==> src/tec_pkg.sv <==
package tec_pkg;

    localparam int COORD_BITS = 16;
    localparam int SQ_W = 2 * COORD_BITS + 2;
    localparam int ROOT_W = SQ_W / 2;
    localparam int SQRT_STAGES = ROOT_W;

    localparam int DIV_W = 64;
    localparam int DVS_W = 32;
    localparam int DIV_STAGES = DIV_W;

    localparam int COST_W = 64;
    localparam logic [COST_W-1:0] COST_MAX = 64'hFFFF_FFFF_FFFF_FFFE;

    localparam int ADDR_W = 3;
    localparam logic REG_TIME_SENSITIVE = 1'b0;
    localparam logic REG_SAT_PERCENT = 1'b1;
    localparam logic [7:0] SAT_PERCENT_RESET = 8'd100;

    localparam logic [1:0] KIND_RIDE = 2'd0;
    localparam logic [1:0] KIND_BOARD = 2'd1;
    localparam logic [1:0] KIND_ALIGHT = 2'd2;

endpackage

==> src/tec_sqrt.sv <==
module tec_sqrt
    import tec_pkg::*;
(
    input  logic              clk,
    input  logic              en,
    input  logic [SQ_W-1:0]   radicand,
    output logic [ROOT_W-1:0] root,
    output logic              rem_nz
);

    localparam int REM_W = ROOT_W + 4;

    logic [SQ_W-1:0]   s_reg     [SQRT_STAGES];
    logic [SQ_W-1:0]   s_next    [SQRT_STAGES];
    logic [REM_W-1:0]  rem_reg   [SQRT_STAGES];
    logic [REM_W-1:0]  rem_next  [SQRT_STAGES];
    logic [ROOT_W-1:0] root_reg  [SQRT_STAGES];
    logic [ROOT_W-1:0] root_next [SQRT_STAGES];

    logic [SQ_W-1:0]   src_s     [SQRT_STAGES];
    logic [REM_W-1:0]  src_rem   [SQRT_STAGES];
    logic [ROOT_W-1:0] src_root  [SQRT_STAGES];
    logic [REM_W-1:0]  part      [SQRT_STAGES];
    logic [REM_W-1:0]  trial     [SQRT_STAGES];

    always_comb
    begin
        src_s[0] = radicand;
        src_rem[0] = '0;
        src_root[0] = '0;
        for (int i = 1; i < SQRT_STAGES; i++)
        begin
            src_s[i] = s_reg[i-1];
            src_rem[i] = rem_reg[i-1];
            src_root[i] = root_reg[i-1];
        end
        // one root bit per stage, two radicand bits shifted in
        for (int i = 0; i < SQRT_STAGES; i++)
        begin
            part[i] = {src_rem[i][REM_W-3:0], src_s[i][SQ_W-1 -: 2]};
            trial[i] = REM_W'({src_root[i], 2'b01});
            s_next[i] = src_s[i] << 2;
            if (part[i] >= trial[i])
            begin
                rem_next[i] = part[i] - trial[i];
                root_next[i] = {src_root[i][ROOT_W-2:0], 1'b1};
            end
            else
            begin
                rem_next[i] = part[i];
                root_next[i] = {src_root[i][ROOT_W-2:0], 1'b0};
            end
        end
    end

    always_ff @(posedge clk)
    begin
        if (en)
        begin
            for (int i = 0; i < SQRT_STAGES; i++)
            begin
                s_reg[i] <= s_next[i];
                rem_reg[i] <= rem_next[i];
                root_reg[i] <= root_next[i];
            end
        end
    end

    assign root = root_reg[SQRT_STAGES-1];
    assign rem_nz = |rem_reg[SQRT_STAGES-1];

endmodule

==> config.mk <==
export PLATFORM = sky130hd
export DESIGN_NAME = tec_sqrt
export DESIGN_NICKNAME = d
export VERILOG_FILES = /design/src/tec_pkg.sv /design/src/tec_sqrt.sv
export SDC_FILE = /design/constraint.sdc
export NUM_CORES = 1
export LEC_CHECK = 0
export ABC_AREA = 1
export BUFFER_PORTS_ARGS = -buffer_cell sky130_fd_sc_hd__clkbuf_2
export CAP_MARGIN = 25
export CORE_MARGIN = 2
export CORE_UTILIZATION = 25
export DETAILED_ROUTE_END_ITERATION = 8
export GPL_ROUTABILITY_DRIVEN = 0
export PLACE_DENSITY = 0.4
export SYNTH_ARGS = -nofsm -noshare
export SYNTH_HDL_FRONTEND = slang
export SYNTH_SLANG_ARGS = --single-unit
==> constraint.sdc <==
create_clock -name clk -period 2.5 [get_ports clk]
set_input_delay 0 -clock clk [delete_from_list [all_inputs] [get_ports clk]]
set_output_delay 0 -clock clk [all_outputs]
set_load 0.05 [all_outputs]
==> impl_metrics.env, run 1 <==
export IMPL_required_ps=2950
export IMPL_clockBufferDepth=3
export IMPL_wl_per_cell_um=14.6
export IMPL_grt_use_total_pct=12.2
export IMPL_path_max_fanout=12
export IMPL_critPathLaunch="rem_reg[0][321]$_DFFE_PP_"
export IMPL_ant_nets=0
export IMPL_ys_ff_latch=728
export IMPL_synth_cells=4204
export IMPL_fin_worst_skew_ps=43.9
export IMPL_r2r_slack_ps=180
export IMPL_cts_root_buf="clkbuf_16"
export IMPL_crit_chain="ha_2, nand2_1, nor2_4, nand2_1, nor2_1, nand2_1, nand2_1, nor2_1, nand2_1, inv_1, buf_4, nand2_1, nand2_1"
export IMPL_grt_max_degree=86
export IMPL_core_area_um2=154000
export IMPL_start_util_pct=25.1
export IMPL_fill_cells=16400
export IMPL_grt_first_pass_wirelength_mm=153
export IMPL_crit_end="rem_reg[0][348]$_DFFE_PP_"
export IMPL_die_area_um2=158000
export IMPL_area_delta_synth_final_pct=18.9
export IMPL_slowest_stage="edfxtp_1"
export IMPL_clk_pin_slew_ps=60
export IMPL_synth_area_um2=38700
export IMPL_setup_viol=0
export IMPL_first_global_vias=27600
export IMPL_timing_rr_start="rem_reg[0][321]$_DFFE_PP_"
export IMPL_synth_warnings=0
export IMPL_arrival_ps=2770
export IMPL_worst_pin_slew_ps=561
export IMPL_rsz0062_at_grt="false"
export IMPL_dp_cells=6360
export IMPL_viasPerCell=4.17
export IMPL_clock_latency_ps=700
export IMPL_critPathKind="flip-flop to flip-flop"
export IMPL_period_minus_slack_ps=2320
export IMPL_rows=144
export IMPL_ir_worst_vdd_mv=0.504
export IMPL_drive_gt1_share_pct=8.12
export IMPL_async_reset_ff_share_pct=0
export IMPL_h_tree_depth=3
export IMPL_fin_nets=4687
export IMPL_slew_viol_final=0
export IMPL_num_vias=27500
export IMPL_antenna_found_initial=0
export IMPL_tns_ps=0
export IMPL_endpoint_kind="flip-flop"
export IMPL_post_place_ws_ps=59.8
export IMPL_slowest_delay_ps=430
export IMPL_min_period_over_period_pct=92.8
export IMPL_p_leak_uw=0.0201
export IMPL_ff2ff_path_depth=13
export IMPL_synth_edf_count=728
export IMPL_max_freq_mhz=431
export IMPL_seq_area_um2=21900
export IMPL_finalHoldViolCount=0
export IMPL_yosysUniqueCellTypes=46
export IMPL_n_antenna_cell=0
export IMPL_drc=0
export IMPL_synth_seq_area_share_pct=56.5
export IMPL_fp_dieW_um=397
export IMPL_drv_cap=0
export IMPL_boundaryPins=54
export IMPL_placed_cell_area_um2=42200
export IMPL_cts_buffers=92
export IMPL_cts_tree="built"
export IMPL_p_per_area_nw_per_um2=783
export IMPL_grt_overflow=0
export IMPL_setup_ws_ps=179
export IMPL_r2r_end="rem_reg[0][348]$_DFFE_PP_"
export IMPL_drtIter0Drc=1508
export IMPL_instances_no_fill=6599
export IMPL_routed_wl_mm=96.2
export IMPL_worst_hold_path_type="input pin to flip-flop"
export IMPL_final_area_um2=46000
export IMPL_dp_hpwl_mm=72.3
export IMPL_cp_start_kind="flip-flop"
export IMPL_largest_reg_flops=303
export IMPL_cts_sinks=728
export IMPL_multi_input_area_um2=14100
export IMPL_synthesis_nets=4413
export IMPL_status="completed"
export IMPL_power_uw=36000
export IMPL_drt_pre_antenna_iters=5
export IMPL_slew_headroom_pct=62.6
export IMPL_synth_top_area_share_pct=56.5
export IMPL_yosys_area_top_type="edfxtp_1"
export IMPL_min_path_cells=2
export IMPL_place_port_buffers=53
export IMPL_fp_dieH_um=397
export IMPL_crit_path_frequent_cell="nand2_1"
export IMPL_synth_ff_type="edfxtp_1"
export IMPL_synth_area_leaders="edfxtp_1, nand2_1, inv_1, ha_1, nor2_1"
export IMPL_syn_avg_cell_area_um2=9.20
-- per-layer routing --
layer | up-vias | track usage (%) | routed length [um]
met4 | 0 | 3.77 | 2520
met2 | 395 | 20.1 | 44500
met1 | 12700 | 16.3 | 46100
li1 | 14300 | - | -
met5 | - | 0 | 0
met3 | 142 | 2.01 | 3180
-- report_power, final --
group	switching, uW	leakage, uW	internal [uW]
Combinational	4390	0.0117	2440
Clock	5470	0.00145	7760
Sequential	853	0.00698	15100
Total	10700	0.0201	25300
-- critical path, delay by kind of cell, from the launching register on --
family | cells | cell delay (ps)
buf+inv | 2 | 240
flops | 1 | 430
fa+ha+maj | 1 | 410
simple gates | 10 | 990
-- cells by family (layout without fill, tap and decap cells) --
family | after synthesis | count (layout) | share of synthesized area [%]
compound gates | 289 | 289 | 4.09
buf+inv | 705 | 1056 | 7.25
other cells | 1 | 1 | 0.00970
fa+ha+maj | 173 | 173 | 5.60
xor+xnor | 134 | 134 | 3.03
simple gates | 2174 | 2174 | 23.5
flops | 728 | 728 | 56.5
-- repair_timing --
action                                  CTS  global route
resized for setup                         0            19
hold endpoints to repair                113             0
buffers inserted                          0             3
endpoints found under the setup margin    0            47
hold buffers                             65             0
-- cell usage after synthesis, types with 3 or more instances --
library cell	number
xnor2_1	40
nand2_2	12
nor2_4	4
nand3_4	3
nand3b_1	55
nor4_1	11
buf_4	13
inv_1	662
o21bai_1	4
a21oi_1	147
or2_2	7
nor3_1	32
nor3_2	5
nand2_1	1395
and2_1	6
edfxtp_1	728
a21oi_2	6
nor2_1	347
o21ai_1	15
nand4_1	55
o21ai_2	7
nor2_2	10
buf_6	13
buf_2	6
a21oi_4	3
o21ai_0	91
xor2_1	94
nand3_1	221
ha_1	173
inv_2	9
a21boi_0	3
a21o_1	5
-- layout make-up --
cell class | count | share of cell area [%]
Multi-Input combinational cell | 2771 | 30.7
Timing Repair Buffer | 213 | 4.08
Tap cell | 2044 | 5.56
Sequential cell | 728 | 47.6
Inverter | 672 | 5.49
Clock inverter | 66 | 1.53
Clock buffer | 105 | 5.11
-- per-stage QoR --
| step | hold slack [ps] | util (%) |
|---|---|---|
| 5_1_grt | 25.4 | 29.9 |
| 4_1_cts | 9.81 | 29.8 |
| 2_1_floorplan | 98.9 | - |
| 3_3_place_gp | 177 | 27.4 |
| 3_5_place_dp | 179 | 27.4 |
| 6_report | 67.2 | 29.9 |
-- cell usage in the layout, fill, tap and decap left out, types with 15 or more instances in the layout --
master / netlist / final
nand3b_1: 55 / 55
a21oi_1: 147 / 146
nand3_1: 221 / 221
xnor2_1: 40 / 40
nand4_1: 55 / 55
nor2_1: 347 / 346
buf_12: 0 / 19
o21ai_1: 15 / 16
o21ai_0: 91 / 90
nor3_1: 32 / 32
clkinv_1: 0 / 23
nand2_2: 12 / 15
nand2_1: 1395 / 1392
edfxtp_1: 728 / 728
inv_1: 662 / 662
dlygate4sd3_1: 0 / 65
buf_4: 13 / 76
ha_1: 173 / 164
xor2_1: 94 / 94
clkbuf_16: 0 / 92
clkbuf_2: 0 / 52
-- worst min-delay path by stage --
stage | from | end
after floorplan | radicand[0] | s_reg[0][0]$_DFFE_PP_
after global routing | radicand[9] | s_reg[0][9]$_DFFE_PP_
after CTS | radicand[9] | s_reg[0][9]$_DFFE_PP_
after detailed placement | radicand[30] | s_reg[0][30]$_DFFE_PP_
after global placement | radicand[17] | s_reg[0][17]$_DFFE_PP_
final | radicand[9] | s_reg[0][9]$_DFFE_PP_
Note: power is estimated with default switching activity, not from simulation.
==> inputs of run 2 (changes only) <==
--- a/config.mk
+++ b/config.mk
@@ -13,6 +13,7 @@
 export DETAILED_ROUTE_END_ITERATION = 8
 export GPL_ROUTABILITY_DRIVEN = 0
 export PLACE_DENSITY = 0.4
+export REMOVE_ABC_BUFFERS = 1
 export SYNTH_ARGS = -nofsm -noshare
 export SYNTH_HDL_FRONTEND = slang
 export SYNTH_SLANG_ARGS = --single-unit
==> run 2 against run 1 <==
Maximum frequency is 0.77% lower. Clock-buffer cell count is 1 higher. Clock skew grew 7.2 ps. Critical path depth decreased by 6. Largest cell class unchanged. Via count about the same. Design area decreased by 0.16%. Utilization about the same. Global-route usage is 0.099 points lower. Power is 0.47% lower. Largest power group unchanged. Critical endpoint is now rem_reg[0][317]$_DFFE_PP_.
==> impl_metrics.env, run 2 (same netlist as run 1, synthesis figures left out) <==
export IMPL_status="completed"
export IMPL_ir_worst_vdd_mv=0.509
export IMPL_p_leak_uw=0.0202
export IMPL_clock_latency_ps=710
export IMPL_period_minus_slack_ps=2340
export IMPL_utilization_pct=29.8
export IMPL_path_max_fanout=14
export IMPL_place_port_buffers=53
export IMPL_drive_gt1_share_pct=8.05
export IMPL_slew_headroom_pct=45.1
export IMPL_grt_use_total_pct=12.1
export IMPL_clk_pin_slew_ps=60
export IMPL_r2r_end="rem_reg[0][317]$_DFFE_PP_"
export IMPL_rows=144
export IMPL_ant_nets=0
export IMPL_r2r_slack_ps=160
export IMPL_required_ps=2970
export IMPL_cp_start_kind="flip-flop"
export IMPL_worst_pin_slew_ps=815
export IMPL_dp_hpwl_mm=73.0
export IMPL_num_vias=27500
export IMPL_first_global_vias=27400
export IMPL_final_common_cell="nand2_1"
export IMPL_largest_reg_flops=303
export IMPL_post_place_ws_ps=151
export IMPL_n_antenna_cell=0
export IMPL_clockBufferDepth=3
export IMPL_fp_dieH_um=397
export IMPL_fin_hold_ws_ps=42.8
export IMPL_grt_first_pass_wirelength_mm=152
export IMPL_fin_worst_skew_ps=51.1
export IMPL_worst_hold_path_type="input pin to flip-flop"
export IMPL_antenna_found_initial=0
export IMPL_drc=0
export IMPL_cts_root_buf="clkbuf_16"
export IMPL_drt_pre_antenna_iters=7
export IMPL_grt_max_degree=89
export IMPL_boundaryPins=54
export IMPL_endpoint_kind="flip-flop"
export IMPL_cts_tree="built"
export IMPL_drtIter0Drc=1466
export IMPL_routed_wl_mm=95.8
export IMPL_tns_ps=0
export IMPL_final_cell_mix="nand2_1, edfxtp_1, inv_1"
export IMPL_die_area_um2=158000
export IMPL_grt_overflow=0
export IMPL_fp_dieW_um=397
export IMPL_final_area_um2=45900
export IMPL_p_per_area_nw_per_um2=781
export IMPL_finalHoldViolCount=0
export IMPL_drv_cap=0
export IMPL_area_delta_synth_final_pct=18.7
export IMPL_critPathLaunch="rem_reg[0][309]$_DFFE_PP_"
export IMPL_critPathKind="flip-flop to flip-flop"
export IMPL_cts_sinks=728
export IMPL_core_area_um2=154000
export IMPL_setup_viol=0
export IMPL_min_period_over_period_pct=93.6
export IMPL_cts_buffers=89
export IMPL_crit_end="rem_reg[0][317]$_DFFE_PP_"
export IMPL_slew_viol_final=0
export IMPL_placed_cell_area_um2=42300
export IMPL_max_freq_mhz=428
export IMPL_fin_nets=4694
export IMPL_h_tree_depth=3
export IMPL_viasPerCell=4.16
export IMPL_setup_ws_ps=161
export IMPL_rsz0062_at_grt="false"
export IMPL_start_util_pct=25.1
export IMPL_timing_rr_start="rem_reg[0][309]$_DFFE_PP_"
export IMPL_arrival_ps=2810
export IMPL_wl_per_cell_um=14.5
export IMPL_ff2ff_path_depth=7
==> run 2: worst min path at each step <==
| stage | cells after the start | from | endpoint | slack (ps) |
|---|---|---|---|---|
| 3_5_place_dp | 1 | radicand[19] | s_reg[0][19]$_DFFE_PP_ | 180 |
| 2_1_floorplan | 0 | radicand[0] | s_reg[0][0]$_DFFE_PP_ | 100 |
| 5_1_grt | 2 | radicand[6] | s_reg[0][6]$_DFFE_PP_ | 10 |
| 6_report | 2 | radicand[12] | s_reg[0][12]$_DFFE_PP_ | 40 |
| 4_1_cts | 2 | radicand[15] | s_reg[0][15]$_DFFE_PP_ | 0.4 |
| 3_3_place_gp | 1 | radicand[31] | s_reg[0][31]$_DFFE_PP_ | 180 |
==> run 2: where the power goes <==
| part | switching [uW] | total (uW) | internal (uW) |
|---|---|---|---|
| Sequential | 873 | 16000 | 15100 |
| Clock | 5400 | 13100 | 7710 |
| Combinational | 4330 | 6760 | 2430 |
| Total | 10600 | 35800 | 25200 |
==> run 2: critical path, stage by stage, from the launching register on <==
cell      delay, ps
edfxtp_1        510
nor4_1          760
nand3b_1        260
inv_1           170
nand2_4         150
buf_4           180
nand2_1          50
nand2_1          50
==> run 2: metrics by stage <==
stage,cells,total power (uW)
finish,6603,35800
global route,6603,38000
CTS,6603,36400
detailed placement,6378,22900
global placement,6378,23000
floorplan,4171,20500
==> run 2: cell type report <==
class	count	area [um^2]
clock buffers	106	2310
inverters	672	2530
fillers	16300	108000
well taps	2044	2560
repair buffers	223	1940
multi-input cells	2771	14000
clock inverters	59	666
flip-flops and latches	728	21900
==> run 2: layer usage <==
layer  GRT usage, %  wire [um]  vias to the layer above  share of wire [%]
li1               -          -                    14300                  -
met1           16.5      46500                    12600                 48
met2           19.8      43900                      407                 46
met3           1.90       3290                      134                3.4
met4           3.54       2230                        0                2.3
met5              0          0                        -                  0
==> run 2: what timing repair did <==
item                                    in CTS  in global routing
resized for setup                            0                  6
setup buffers                                0                  0
hold endpoints to repair                   232                  0
endpoints found under the setup margin       0                 20
hold buffers                                60                  0
==> inputs of run 3 (changes only) <==
--- a/config.mk
+++ b/config.mk
@@ -8,11 +8,13 @@
 export ABC_AREA = 1
 export BUFFER_PORTS_ARGS = -buffer_cell sky130_fd_sc_hd__clkbuf_2
 export CAP_MARGIN = 25
+export CELL_PAD_IN_SITES_DETAIL_PLACEMENT = 0
+export CELL_PAD_IN_SITES_GLOBAL_PLACEMENT = 2
 export CORE_MARGIN = 2
 export CORE_UTILIZATION = 25
 export DETAILED_ROUTE_END_ITERATION = 8
 export GPL_ROUTABILITY_DRIVEN = 0
-export PLACE_DENSITY = 0.4
+export PLACE_DENSITY_LB_ADDON = 0.08
 export REMOVE_ABC_BUFFERS = 1
 export SYNTH_ARGS = -nofsm -noshare
 export SYNTH_HDL_FRONTEND = slang
==> run 3 against run 2 <==
Design area is 1.9% higher. Highest routed layer unchanged. Non-clock buffer count is 85 higher. Final cell count is 1.3% higher. Via count is 0.76% higher. Clock skew is 3.8 ps lower. Clock-buffer cell count is 1 lower.
==> impl_metrics.env, run 3 (same netlist as run 1, synthesis figures left out) <==
export IMPL_start_util_pct=25.1
export IMPL_viasPerCell=4.14
export IMPL_place_port_buffers=53
export IMPL_fill_cells=16400
export IMPL_p_seq_share_pct=43.4
export IMPL_p_clk_share_pct=36.7
export IMPL_combPwrFrac_pct=19.9
export IMPL_min_period_over_period_pct=93.9
export IMPL_period_minus_slack_ps=2350
export IMPL_slew_headroom_pct=59.6
export IMPL_drt_pre_antenna_iters=5
export IMPL_cts_tree="built"
export IMPL_first_global_vias=28700
export IMPL_final_cell_mix="nand2_1, edfxtp_1, inv_1"
export IMPL_endpoint_kind="flip-flop"
export IMPL_switching_share_pct=30.2
export IMPL_rows=144
export IMPL_worst_hold_path_type="input pin to flip-flop"
export IMPL_grt_first_pass_wirelength_mm=175
export IMPL_final_common_cell="nand2_1"
export IMPL_grt_max_degree=102
export IMPL_max_freq_mhz=426
export IMPL_drc=0
export IMPL_fp_dieW_um=397
export IMPL_routed_wl_mm=113
export IMPL_slowest_stage="edfxtp_1"
export IMPL_crit_chain="ha_1, nand2_1, nand2_1, nand2_1, nand2_1, a21oi_1, nand3_4, inv_2, a21oi_1, buf_4"
export IMPL_final_area_um2=46700
export IMPL_drv_cap=0
export IMPL_p_per_area_nw_per_um2=790
export IMPL_use_met2_pct=24.8
export IMPL_largest_reg_flops=303
export IMPL_p_int_uw=25800
export IMPL_power_switching_uw=11100
export IMPL_cts_sinks=728
export IMPL_cts_root_buf="clkbuf_16"
export IMPL_grt_use_total_pct=14.4
export IMPL_multi_input_area_um2=14100
export IMPL_worst_pin_slew_ps=607
export IMPL_placed_cell_area_um2=42900
export IMPL_core_area_um2=154000
export IMPL_clk_pin_slew_ps=60
export IMPL_grt_overflow=0
export IMPL_num_vias=27700
export IMPL_drive_gt1_share_pct=10.2
export IMPL_cp_start_kind="flip-flop"
export IMPL_fin_nets=4781
export IMPL_slew_viol_final=0
export IMPL_grtUsageMet3_pct=1.86
export IMPL_ant_nets=0
export IMPL_ir_worst_vdd_mv=0.503
export IMPL_required_ps=2940
export IMPL_n_antenna_cell=0
export IMPL_antenna_found_initial=2
export IMPL_clock_latency_ps=710
export IMPL_cpLargestDelayFamily="buffers and inverters"
export IMPL_crit_path_frequent_cell="nand2_1"
export IMPL_path_max_fanout=21
export IMPL_slowest_delay_ps=460
export IMPL_critPathBufInv=2
export IMPL_die_area_um2=158000
export IMPL_setup_viol=0
export IMPL_power_uw=36900
export IMPL_dp_hpwl_mm=88.5
export IMPL_finalHoldViolCount=0
export IMPL_wl_per_cell_um=16.9
export IMPL_area_delta_synth_final_pct=20.9
export IMPL_grtUsageMet1_pct=19.1
export IMPL_arrival_ps=2790
export IMPL_boundaryPins=54
export IMPL_clockBufferDepth=3
export IMPL_fp_dieH_um=397
export IMPL_critPathKind="flip-flop to flip-flop"
export IMPL_drtIter0Drc=1478
export IMPL_grt_busiest_layer="met2"
export IMPL_cts_buffers=91
export IMPL_fin_worst_skew_ps=47.3
export IMPL_status="completed"
export IMPL_h_tree_depth=3
export IMPL_seq_area_um2=21900
export IMPL_p_leak_uw=0.0206
-- run 3: cell count changes in the layout (fill, tap and decap cells not counted), moves of 6 or more --
cell / change
buf_4: +81
clkinvlp_4: +6
clkinv_1: -7
ha_1: -10
-- run 3: layout make-up --
cell class	instances	area share, %
clock buffers	105	4.98
well taps	2044	5.47
clock inverters	61	1.57
repair buffers	308	5.56
flip-flops and latches	728	46.8
multi-input cells	2771	30.3
inverters	672	5.40
-- run 3: worst paths after layout --
kind	cells after the start	slack, ps	start	endpoint
hold / removal	2	70	radicand[7]	s_reg[0][7]$_DFFE_PP_
setup reg to reg	10	150	rem_reg[0][172]$_DFFE_PP_	rem_reg[0][203]$_DFFE_PP_
hold reg to reg	0	410	s_reg[0][58]$_DFFE_PP_	s_reg[0][92]$_DFFE_PP_
setup / recovery	10	150	rem_reg[0][172]$_DFFE_PP_	rem_reg[0][203]$_DFFE_PP_
-- run 3: what timing repair did --
item / CTS / global route
buffers inserted: 0 / 3
hold buffers: 63 / 0
hold endpoints to repair: 218 / 0
gates resized for setup: 1 / 25
pin swaps: 0 / 0
setup endpoints to repair: 1 / 46
-- run 3: per-stage QoR --
step	setup TNS [ps]	hold slack, ps	cells	util [%]	setup slack (ps)
6_report	0	73.8	6689	30.4	153
3_5_place_dp	0	179	6457	27.9	46.8
2_1_floorplan	0	98.9	4171	-	174
5_1_grt	-0.314	54.7	6689	30.4	-0.314
3_3_place_gp	0	177	6457	27.9	38.8
4_1_cts	0	3.11	6686	30.3	2.97
-- run 3: routing by layer --
layer	share of wire [%]	routed length [um]
met5	0	0
met4	1.9	2110
met3	2.6	2900
met2	48	54800
met1	47	53300
-- run 3: power groups by stage --
stage | combinational (uW) | sequential [uW] | clock [uW]
after floorplan | 4650 | 15800 | 0
after global placement | 7450 | 16300 | 0
after detailed placement | 7370 | 16300 | 0
after CTS | 7480 | 16100 | 14200
after global routing | 8490 | 16200 | 14600
final | 7360 | 16000 | 13500
-- run 3: worst reg2reg max path: cells and delay by family (launching register included) --
| kind | cells | cell delay (ps) |
|---|---|---|
| buffers and inverters | 2 | 470 |
| adder cells (fa/ha/maj) | 1 | 390 |
| flip-flops | 1 | 460 |
| AND/OR/NAND/NOR | 5 | 410 |
| AO/OA/AOI/OAI | 2 | 360 |
